<file path="src/rtl/rswb_pkg.sv">
// Shared constants, codes and types for the remembered-set write barrier.
// No dependencies; every other file imports this package.
`timescale 1ns / 1ps
package rswb_pkg;
	localparam int ADDR_W           = 48;
	localparam int HASH_ENTRIES_DEF = 8192;
	localparam int PROBE_LIMIT_DEF  = 32;
	localparam int CAPACITY         = 8192;
	localparam int IDX_W            = $clog2(CAPACITY);
	localparam int CNT_W            = $clog2(CAPACITY + 1);
	localparam int OP_W             = 2;
	localparam int STS_W            = 4;
	localparam int CFG_IDX_W        = 3;
	localparam int HASH_SHIFT       = 3;

	localparam logic [OP_W-1:0] OP_BARRIER = 2'd0;
	localparam logic [OP_W-1:0] OP_ADD     = 2'd1;
	localparam logic [OP_W-1:0] OP_CLEAR   = 2'd2;
	localparam logic [OP_W-1:0] OP_READ    = 2'd3;

	localparam logic [STS_W-1:0] STS_IGNORED     = 4'd0;
	localparam logic [STS_W-1:0] STS_INSERTED    = 4'd1;
	localparam logic [STS_W-1:0] STS_APPENDED    = 4'd2;
	localparam logic [STS_W-1:0] STS_DUPLICATE   = 4'd3;
	localparam logic [STS_W-1:0] STS_VAL_CLEARED = 4'd4;
	localparam logic [STS_W-1:0] STS_NO_MATCH    = 4'd5;
	localparam logic [STS_W-1:0] STS_FULL        = 4'd6;
	localparam logic [STS_W-1:0] STS_SET_CLEARED = 4'd7;
	localparam logic [STS_W-1:0] STS_READ_OK     = 4'd8;
	localparam logic [STS_W-1:0] STS_READ_OOR    = 4'd9;

	localparam logic [CFG_IDX_W-1:0] REG_COLLECTING  = 3'd0;
	localparam logic [CFG_IDX_W-1:0] REG_YOUNG_BEGIN = 3'd1;
	localparam logic [CFG_IDX_W-1:0] REG_YOUNG_END   = 3'd2;
	localparam logic [CFG_IDX_W-1:0] REG_INIT_BEGIN  = 3'd3;
	localparam logic [CFG_IDX_W-1:0] REG_OLD_BEGIN   = 3'd4;
	localparam logic [CFG_IDX_W-1:0] REG_OLD_END     = 3'd5;

	typedef struct packed {
		logic              collecting;
		logic [ADDR_W-1:0] young_begin;
		logic [ADDR_W-1:0] young_end;
		logic [ADDR_W-1:0] init_begin;
		logic [ADDR_W-1:0] old_begin;
		logic [ADDR_W-1:0] old_end;
	} rswb_cfg_t;
endpackage

</file>
<file path="src/rtl/rswb_if.sv">


interface rswb_cfg_if import rswb_pkg::*; ();
	logic                 valid;
	logic                 ready;
	logic [CFG_IDX_W-1:0] index;
	logic [ADDR_W-1:0]    data;
	modport source (output valid, index, data, input ready);
	modport sink (input valid, index, data, output ready);
endinterface

</file>
<file path="src/rtl/rswb_regs.sv">
// Configuration register file: region bounds and the collecting flag.
// Depends on rswb_pkg and rswb_cfg_if.
`timescale 1ns / 1ps
module rswb_regs import rswb_pkg::*; (
	input  logic       clk,
	input  logic       arst_n,
	rswb_cfg_if.sink   cfg,
	output rswb_cfg_t  regs
);
	rswb_cfg_t regs_q;

	assign cfg.ready = 1'b1;
	assign regs = regs_q;

	always_ff @(posedge clk or negedge arst_n) begin
		if (!arst_n) begin
			regs_q <= '0;
		end else if (cfg.valid) begin
			unique case (cfg.index)
				REG_COLLECTING:  regs_q.collecting  <= cfg.data[0];
				REG_YOUNG_BEGIN: regs_q.young_begin <= cfg.data;
				REG_YOUNG_END:   regs_q.young_end   <= cfg.data;
				REG_INIT_BEGIN:  regs_q.init_begin  <= cfg.data;
				REG_OLD_BEGIN:   regs_q.old_begin   <= cfg.data;
				REG_OLD_END:     regs_q.old_end     <= cfg.data;
				default: ; // unmapped index, write dropped
			endcase
		end
	end
endmodule

</file>
<file path="src/flat_wrapper.sv">
// flat-port wrapper written by rule: the top's interface ports become plain ports
module rswb_regs_flat import rswb_pkg::*;
  (clk, arst_n, regs, cfg_valid, cfg_index, cfg_data, cfg_ready);
  rswb_cfg_if cfg_i ();
  input  logic clk;
  input  logic arst_n;
  output rswb_cfg_t regs;
  input wire logic [$bits(cfg_i.valid)-1:0] cfg_valid;
  input wire logic [$bits(cfg_i.index)-1:0] cfg_index;
  input wire logic [$bits(cfg_i.data)-1:0] cfg_data;
  output wire logic [$bits(cfg_i.ready)-1:0] cfg_ready;
  assign cfg_i.valid = cfg_valid;
  assign cfg_i.index = cfg_index;
  assign cfg_i.data = cfg_data;
  assign cfg_ready = cfg_i.ready;
  rswb_regs u_core (.clk(clk), .arst_n(arst_n), .cfg(cfg_i), .regs(regs));
endmodule
</file>
<file path="config.mk">
export PLATFORM = sky130hd
export DESIGN_NAME = rswb_regs_flat
export DESIGN_NICKNAME = d
export VERILOG_FILES = /design/src/rtl/rswb_pkg.sv /design/src/rtl/rswb_if.sv /design/src/rtl/rswb_regs.sv /design/src/flat_wrapper.sv
export SDC_FILE = /design/constraint.sdc
export NUM_CORES = 1
export LEC_CHECK = 0
export BUFFER_PORTS_ARGS = -buffer_cell sky130_fd_sc_hd__buf_2
export CORE_ASPECT_RATIO = 0.7
export CORE_MARGIN = 2
export CORE_UTILIZATION = 40
export CTS_CLUSTER_DIAMETER = 40
export DETAILED_ROUTE_END_ITERATION = 10
export HOLD_SLACK_MARGIN = 0.06
export MAX_ROUTING_LAYER = met4
export PLACE_DENSITY = 0.68
export SETUP_SLACK_MARGIN = 0.2
export SLEW_MARGIN = 5
export SYNTH_ARGS = -nofsm -noshare
export SYNTH_HDL_FRONTEND = slang
export SYNTH_SLANG_ARGS = --single-unit
</file>
<file path="constraint.sdc">
create_clock -name clk -period 0.8 [get_ports clk]
set_input_delay 0.24 -clock clk [delete_from_list [all_inputs] [get_ports clk]]
set_output_delay 0.24 -clock clk [all_outputs]
set_load 0.03 [all_outputs]
</file>
* After elaboration in Yosys (flattened, before gate mapping)
Cells that the tools add are included. Widths: inputs -> output; s select.
Cells by class: equality and inequality tests 5, reductions and logical operators 7
Operators by type and width (number):
- $reduce_and 2->1 | 6
- $eq 3x2->1 const B | 2
- $eq 3x3->1 const B | 2
- $eq 3x1->1 const B | 1
- $logic_not 3->1 | 1
Storage, ports and cells: bits in registers 241, input port bits 54, output and inout port bits 242

* Depth between registers and ports, before layout
Gate-level depths: netlist of run 1.
word-level depth 2, mapped depth 4, gate-level depth less buffers 2

* Worst setup path after synthesis of run 1
Ideal clock, no wire load.
path kind in2reg, from input port cfg_index[0], to register u_core.regs_q, in the netlist u_core.regs[75], data arrival time 1157 ps, required time 675 ps, path slack -483 ps, cell stages on the path 4, buffers on the path 2, cells stage by stage and4bb_4 > buf_6 > buf_6 > mux2_4
On the way: word-level cells in the longest chain between the ends 2
Ends and longest elaborated chain:
- from (decl) | line flat_wrapper.sv:9 | input wire logic [$bits(cfg_i.index)-1:0] cfg_index;
- $eq 3x3->1 | line rswb_regs.sv:19 | unique case (cfg.index)
- $reduce_and 2->1 (no line)
- to (decl) | line rswb_regs.sv:10 | rswb_cfg_t regs_q;
Every way passes these cells. A chain may end at the register's enable or synchronous reset.

* Worst setup path in the final report of run 1
from register u_core.regs_q, in the netlist u_core.regs[34], to output port regs[34] (netlist name)
RTL lines:
- to (decl) | line flat_wrapper.sv:7 | output rswb_cfg_t regs;
No word-level cell between the ends.

==> results.yml, run 1 <==
cts:
  cts_buffer_depth: 3
  cts.sinks: 241
  cts_tree: "built"
  root_buffer: "clkbuf_16"
  path_clk_slew_ns: 0.07
  clock_latency_ns: 0.53
  htreeDepth: 1
  cts_made_buffers: 30
synth:
  ys_seq_area_share_pct: 64.12
  synth.avg_cell_area_um2: 18.26
  syn_area_um2: 9405
  syn_inst: 515
  syn_nets: 569
  synth_cell_type_count: 11
  synth-seq-cells: 241
  yosysWarnings: 0
floorplanning:
  die_h_um: 132.3
  die_w_um: 187.3
  die_area_um2: 24780
  num_rows: 46
  core_um2: 22850
  pin_count: 296
  start_util_pct: 41.16
cells_and_area:
  fill_cells: 1279
  stdcell_area_um2: 16970
  layout.nets: 1054
  most-common-layout-cells: "buf_6, dfrtp_2, mux2_4"
  drive_gt1_share_pct: 97.07
  largest_reg_flops: 241
  syn_to_final_growth_pct: 80.39
  num_antenna_cells: 0
  final_common_cell: "buf_6"
placed_design:
  place_area_um2: 11780
  gp_congestion: 0.7601
  portBuffers: 294
  dp_hpwl_um: 15990
flow_run:
  max-cap-violations: 0
sta:
  worst_slack_ns: -0.5712
  holdWs_ns: -0.4354
  max_freq_mhz: 729.3
  fin_crit_ns: 1.371
  fin_skew_ns: 0
  rsz0062_at_grt: "true"
  period_share_pct: 171.4
  timing_max_transition_violations_final: 0
  hold_viol_final: 250
  setup_viol: 481
setup_path:
  timing.rr.start: "u_core.regs[225]"
  critPathLaunch: "u_core.regs[34]"
  cp.arrival_ns: 1.13
  crit_cells: 1
  rr_worst_depth: 3
  critical_path.max_stage_delay_ns: 0.44
  critPathSlowestCell: "dfrtp_2"
  worst-path-buf-inv: 1
  r2r-end: "u_core.regs[225]"
  cp_data_required_time_ns: 0.56
  cp-start-kind: "flip-flop"
  path_cells: "buf_6"
  crit_type: "flip-flop to output pin"
  rrSetupSlack_ns: -0.24
  crit_path_end_kind: "output pin"
  path_max_fanout: 2
  crit_family: "flip-flops"
  critPathCapture: "regs[34]"
detailed_routing:
  dr.max_layer_used: "met4"
  routedWlPerCell_um: 23.57
  dr_wl_met3_um: 1585
  routed_via_density: 4.832
  drc: 0
  ant_nets: 0
  wl_met2_um: 15710
  firstDrtPassIters: 5
  drt-met1-wl_um: 13670
  wirelength_um: 31490
  via_count: 6456
  first_iter_violations: 274
global_routing:
  grtUsageTotal_pct: 25.28
  grt_pass1_wl_um: 46590
  grt_pass1_vias: 7116
  antenna_found_initial: 0
  gr-total-overflow: 0
  grt_start_max_net_pins: 36
outcome:
  status: "finished, violations left"
  failed_checks: "hold timing, setup timing"
power_and_ir_drop:
  ir_worst_vdd_mv: 2.153
  p_leak_nw: 7.872
  p_per_area_nw_per_um2: 3022
worst_hold_path:
  hold_path.class: "input pin to async pin"
==> cell families after synthesis <==
group | after synthesis | synth area share [%]
muxes | 241 | 32.85
DFF | 241 | 64.12
buffers and inverters | 26 | 2.275
and+or+nand+nor | 6 | 0.7184
other | 1 | 0.03987
==> layer usage <==
metal / up-vias / track usage [%]
met1: 3417 / 33.45
met2: 203 / 41.53
li1: 2800 / -
met4: 0 / 3.880
met3: 36 / 4.791
met5: - / -
==> how the worst min path moves through the flow <==
stage,from,to,slack (ns),cells after the start
after floorplan,arst_n,u_core.regs[0],-0.06,0
after global routing,arst_n,u_core.regs[48],-0.45,1
after detailed placement,arst_n,u_core.regs[48],0.11,1
after global placement,arst_n,u_core.regs[48],0.12,1
after CTS,arst_n,u_core.regs[175],-0.46,1
final,arst_n,u_core.regs[48],-0.44,1
==> cells in the mapped netlist, drive strengths merged <==
| cell | number | area [um2] |
|---|---|---|
| and4bb | 3 | 41.29 |
| nor4b | 1 | 8.760 |
| mux2 | 241 | 3089 |
| conb | 1 | 3.750 |
| nand4b | 2 | 17.52 |
| buf | 26 | 214.0 |
| dfrtp | 241 | 6031 |
==> per-stage QoR <==
step | TNS (ns) | utilization, % | instances | worst slack (ns) | power (mW)
after floorplan | -92.46 | - | 515 | -0.4731 | 25.63
after global placement | -154.76 | 51.57 | 1124 | -0.7092 | 29.73
after detailed placement | -157.71 | 51.57 | 1124 | -0.7338 | 29.94
after CTS | -157.81 | 71.20 | 1281 | -0.5701 | 49.65
after global routing | -173.33 | 74.25 | 1336 | -0.6008 | 53.08
final | -163.86 | 74.25 | 1336 | -0.5712 | 51.27
==> power by group <==
| group | internal, mW | switching, mW |
|---|---|---|
| combinational | 10.4 | 9.21 |
| clock | 8.57 | 5.42 |
| sequential | 15.4 | 2.27 |
==> layout make-up <==
class,instances,area [um2],area share (%)
sequential,241,6307,37.18
multi-input combinational,248,3536,20.84
clock inverter,13,166.4,0.9808
clock buffer,43,870.8,5.133
tap,312,390.4,2.301
timing repair buffer,479,5695,33.57
==> what timing repair did <==
| item | in CTS | in global routing |
|---|---|---|
| buffers inserted | 73 | 55 |
| endpoints found under the setup margin | 482 | 482 |
| pin swaps | 4 | 3 |
| resized for setup | 635 | 69 |
| gates cloned | 28 | 0 |
| endpoints found under the hold margin | 476 | 475 |
Power figures use the tool's default switching activity.
==> run 2: changes to the inputs <==
--- a/config.mk
+++ b/config.mk
@@ -7,7 +7,6 @@
 export LEC_CHECK = 0
 export BUFFER_PORTS_ARGS = -buffer_cell sky130_fd_sc_hd__buf_2
 export CORE_ASPECT_RATIO = 0.7
-export CORE_MARGIN = 2
 export CORE_UTILIZATION = 40
 export CTS_CLUSTER_DIAMETER = 40
 export DETAILED_ROUTE_END_ITERATION = 10
==> results.yml, run 2 (synthesis results as in run 1) <==
placed_design:
  portBuffers: 294
  dp_hpwl_um: 15770
  pre_cts_ws_ns: -0.6978
  place_area_um2: 11770
  placed_cells: 1127
  gp_congestion: 0.7905
cts:
  cts_buffer_depth: 3
  cts.sinks: 241
  path_clk_slew_ns: 0.06
  cts_tree: "built"
  cts_made_buffers: 28
  root_buffer: "clkbuf_16"
  htreeDepth: 1
  clock_latency_ns: 0.53
cells_and_area:
  utilization_pct: 73.75
  largest_reg_flops: 241
  fill_cells: 1285
  drive_gt1_share_pct: 97.04
  most-common-layout-cells: "buf_6, mux2_4, dfrtp_2"
  fin_cells: 1327
  syn_to_final_growth_pct: 79.18
  num_antenna_cells: 0
  stdcell_area_um2: 16850
  final_common_cell: "buf_6"
  layout.nets: 1048
global_routing:
  gr-total-overflow: 0
  grt_pass1_vias: 6831
  antenna_found_initial: 0
  grt_pass1_wl_um: 43010
  grtUsageTotal_pct: 24.83
  grt_start_max_net_pins: 32
setup_path:
  crit_path_end_kind: "output pin"
  cp-start-kind: "flip-flop"
  cp.arrival_ns: 1.13
  crit_family: "flip-flops"
  timing.rr.start: "u_core.regs[76]"
  cp_data_required_time_ns: 0.56
  critPathSlowestCell: "dfrtp_2"
  path_max_fanout: 2
  rr_worst_depth: 3
  path_cells: "buf_6"
  rrSetupSlack_ns: -0.23
  crit_type: "flip-flop to output pin"
  worst-path-buf-inv: 1
  r2r-end: "u_core.regs[76]"
  critical_path.max_stage_delay_ns: 0.44
floorplanning:
  start_util_pct: 41.16
  die_h_um: 130.3
  num_rows: 46
  die_area_um2: 24140
  core_um2: 22850
  pin_count: 296
  die_w_um: 185.3
sta:
  setup_viol: 476
  fin_crit_ns: 1.367
  tns_ns: -160.79
  fin_skew_ns: 0
  timing_max_transition_violations_final: 0
  worst_slack_ns: -0.5666
  rsz0062_at_grt: "true"
  hold_viol_final: 241
  max_freq_mhz: 731.7
  holdWs_ns: -0.4165
  period_share_pct: 170.8
power_and_ir_drop:
  p_total_mw: 50.87
  p_leak_nw: 7.992
  ir_worst_vdd_mv: 2.007
  p_per_area_nw_per_um2: 3019
detailed_routing:
  wirelength_um: 32910
  firstDrtPassIters: 4
  routedWlPerCell_um: 24.80
  via_count: 6556
  routed_via_density: 4.940
  drc: 0
  ant_nets: 0
  first_iter_violations: 231
outcome:
  failed_checks: "hold timing, setup timing"
  status: "finished, violations left"
flow_run:
  max-cap-violations: 0
worst_hold_path:
  hold_path.class: "input pin to async pin"
-- run 2: cell types whose count changed in the layout (fill, tap and decap cells not counted), moves of 3 or more --
cell        delta
clkinv_4       +4
mux2_2        -44
mux2_4        +44
clkinvlp_4     -3
clkbuf_16      +6
buf_16        -10
buf_12        -12
buf_6         +15
-- run 2: power by group --
part	switching (mW)	leakage (nW)	total (mW)	internal, mW
Clock	5.17	0.460	13.1	7.93
Combinational	9.32	4.88	20.0	10.7
Sequential	2.35	2.65	17.7	15.4
Total	16.8	7.99	50.9	34.0
-- run 2: layout make-up --
| cell class | instances | area [um2] | area share (%) |
|---|---|---|---|
| timing repair buffer | 475 | 5499 | 32.63 |
| multi-input combinational | 248 | 3701 | 21.96 |
| tap | 312 | 390.4 | 2.316 |
| clock buffer | 39 | 793.3 | 4.707 |
| clock inverter | 12 | 161.4 | 0.9578 |
| sequential | 241 | 6307 | 37.43 |
-- run 2: timing repair --
action / 4_1_cts / 5_1_grt
gates resized for setup: 596 / 157
endpoints found under the hold margin: 482 / 476
cloned: 17 / 10
setup buffers: 72 / 50
pin swaps: 4 / 4
setup endpoints to repair: 482 / 482
-- run 2: metal layers --
metal / up-vias / wire (um) / track usage, %
li1: 2790 / - / -
met1: 3480 / 14400 / 32.74
met2: 231 / 15870 / 38.80
met3: 55 / 2001 / 6.280
met4: 0 / 638 / 5.299
met5: - / 0 / -
-- run 2: worst max-delay path by stage --
stage | start | endpoint | cells after the start | slack [ns]
2_1_floorplan | cfg_index[0] | u_core.regs[75] | 4 | -0.47
3_3_place_gp | cfg_index[0] | u_core.regs[73] | 4 | -0.67
3_5_place_dp | cfg_index[0] | u_core.regs[61] | 4 | -0.70
4_1_cts | u_core.regs[29] | regs[29] | 1 | -0.55
5_1_grt | u_core.regs[76] | regs[76] | 1 | -0.59
6_report | u_core.regs[127] | regs[127] | 1 | -0.57
-- run 2: worst register-to-register path: stages, from the launching register on --
cell and delay (ns):
dfrtp_1 0.42, buf_6 0.13, buf_6 0.10, mux2_4 0.26
==> run 3: changes to the inputs <==
--- a/config.mk
+++ b/config.mk
@@ -6,6 +6,7 @@
 export NUM_CORES = 1
 export LEC_CHECK = 0
 export BUFFER_PORTS_ARGS = -buffer_cell sky130_fd_sc_hd__buf_2
+export CAP_MARGIN = 25
 export CORE_ASPECT_RATIO = 0.7
 export CORE_UTILIZATION = 40
 export CTS_CLUSTER_DIAMETER = 40
@@ -13,6 +14,7 @@
 export HOLD_SLACK_MARGIN = 0.06
 export MAX_ROUTING_LAYER = met4
 export PLACE_DENSITY = 0.68
+export RECOVER_POWER = 25
 export SETUP_SLACK_MARGIN = 0.2
 export SLEW_MARGIN = 5
 export SYNTH_ARGS = -nofsm -noshare
==> results.yml, run 3 (synthesis results as in run 1) <==
setup_path:
  r2r-end: "u_core.regs[76]"
  critPathCapture: "regs[127]"
  crit_path_end_kind: "output pin"
  timing.rr.start: "u_core.regs[76]"
  critical_path.max_stage_delay_ns: 0.44
  cp.arrival_ns: 1.12
  crit_family: "flip-flops"
  worst-path-buf-inv: 1
  crit_cells: 1
  crit_type: "flip-flop to output pin"
  critPathLaunch: "u_core.regs[127]"
  rr_worst_depth: 3
  cp-start-kind: "flip-flop"
  cp_data_required_time_ns: 0.56
  path_max_fanout: 2
  rrSetupSlack_ns: -0.24
  path_cells: "buf_6"
  critPathSlowestCell: "dfrtp_2"
cells_and_area:
  largest_reg_flops: 241
  seq_area_um2: 6307
  final_common_cell: "buf_6"
  drive_gt1_share_pct: 97.04
  fill_cells: 1295
  syn_to_final_growth_pct: 78.83
  multi_input_area_um2: 3701
  layout.nets: 1048
  most-common-layout-cells: "buf_6, mux2_4, dfrtp_2"
  num_antenna_cells: 0
placed_design:
  pre_cts_ws_ns: -0.6978
  dp_hpwl_um: 15770
  portBuffers: 294
  gp_congestion: 0.7905
floorplanning:
  die_h_um: 130.3
  die_area_um2: 24140
  die_w_um: 185.3
  pin_count: 296
  num_rows: 46
  start_util_pct: 41.16
  core_um2: 22850
cts:
  cts_tree: "built"
  path_clk_slew_ns: 0.06
  htreeDepth: 1
  cts_buffer_depth: 3
  clock_latency_ns: 0.53
  cts_made_buffers: 28
  cts.sinks: 241
  root_buffer: "clkbuf_16"
global_routing:
  grt_pass1_wl_um: 43010
  grtUsageMet1_pct: 32.74
  use_met3_pct: 6.280
  grt_pass1_vias: 6831
  gr-total-overflow: 0
  grt.met2_usage_pct: 38.80
  grt_start_max_net_pins: 32
  grtUsageTotal_pct: 24.83
  busiest_layer: "met2"
  antenna_found_initial: 0
sta:
  setup_viol: 476
  period_share_pct: 170.6
  holdWs_ns: -0.1325
  max_freq_mhz: 732.9
  timing_max_transition_violations_final: 0
  rsz0062_at_grt: "true"
  fin_crit_ns: 1.364
  relSlewSlack_pct: 33.38
  tightest_slew_ns: 0.9993
  hold_viol_final: 13
  worst_slack_ns: -0.5644
  fin_skew_ns: 0
power_and_ir_drop:
  ir_worst_vdd_mv: 2.009
  p_leak_nw: 7.982
  p_total_mw: 50.83
  p_per_area_nw_per_um2: 3022
detailed_routing:
  via_count: 6582
  firstDrtPassIters: 4
  first_iter_violations: 283
  routed_via_density: 4.960
  wirelength_um: 32870
  drc: 0
  ant_nets: 0
  routedWlPerCell_um: 24.77
outcome:
  failed_checks: "hold timing, setup timing"
  status: "finished, violations left"
flow_run:
  max-cap-violations: 0
worst_hold_path:
  hold_path.class: "input pin to async pin"
## run 3: where the power goes
part	total (mW)	leakage (nW)	internal, mW	switching (mW)
Clock	13.1	0.460	7.93	5.14
Sequential	17.7	2.65	15.4	2.36
Combinational	20.0	4.87	10.7	9.33
## run 3: how the worst min path moves through the flow
stage | from | to | slack [ns] | depth (start not counted)
floorplan | arst_n | u_core.regs[0] | -0.06 | 0
global placement | arst_n | u_core.regs[44] | 0.13 | 1
detailed placement | arst_n | u_core.regs[44] | 0.13 | 1
CTS | arst_n | u_core.regs[47] | -0.43 | 1
global route | arst_n | u_core.regs[47] | -0.09 | 1
finish | arst_n | u_core.regs[44] | -0.13 | 1
## run 3: final cells by class
cell class	count	share of cell area, %
Multi-Input combinational cell	248	22.00
Sequential cell	241	37.50
Clock buffer	39	4.716
Clock inverter	12	0.9596
Timing Repair Buffer	475	32.50
Tap cell	312	2.321
## run 3: timing repair
action / in CTS / in global routing
setup buffers: 72 / 50
hold endpoints to repair: 482 / 476
pin swaps: 4 / 4
resized for setup: 596 / 157
setup endpoints to repair: 482 / 482
gates cloned: 17 / 10
## run 3: stage by stage
stage               instance area (um2)  utilization (%)  TNS, ns  std cells
CTS                               15670            68.59  -157.03       1267
global placement                  11770            51.51  -151.88       1127
finish                            16820            73.61  -160.64       1327
detailed placement                11770            51.51  -153.51       1127
global route                      16820            73.61  -169.94       1327
floorplan                          9786                -   -92.46        515
## run 3: per-layer routing
layer / vias to the layer above / routed length [um] / part of all wire, %
met5: - / 0 / 0
met4: 0 / 653 / 2.0
met1: 3505 / 14290 / 43
met3: 56 / 2029 / 6.2
met2: 231 / 15900 / 48
li1: 2790 / - / -
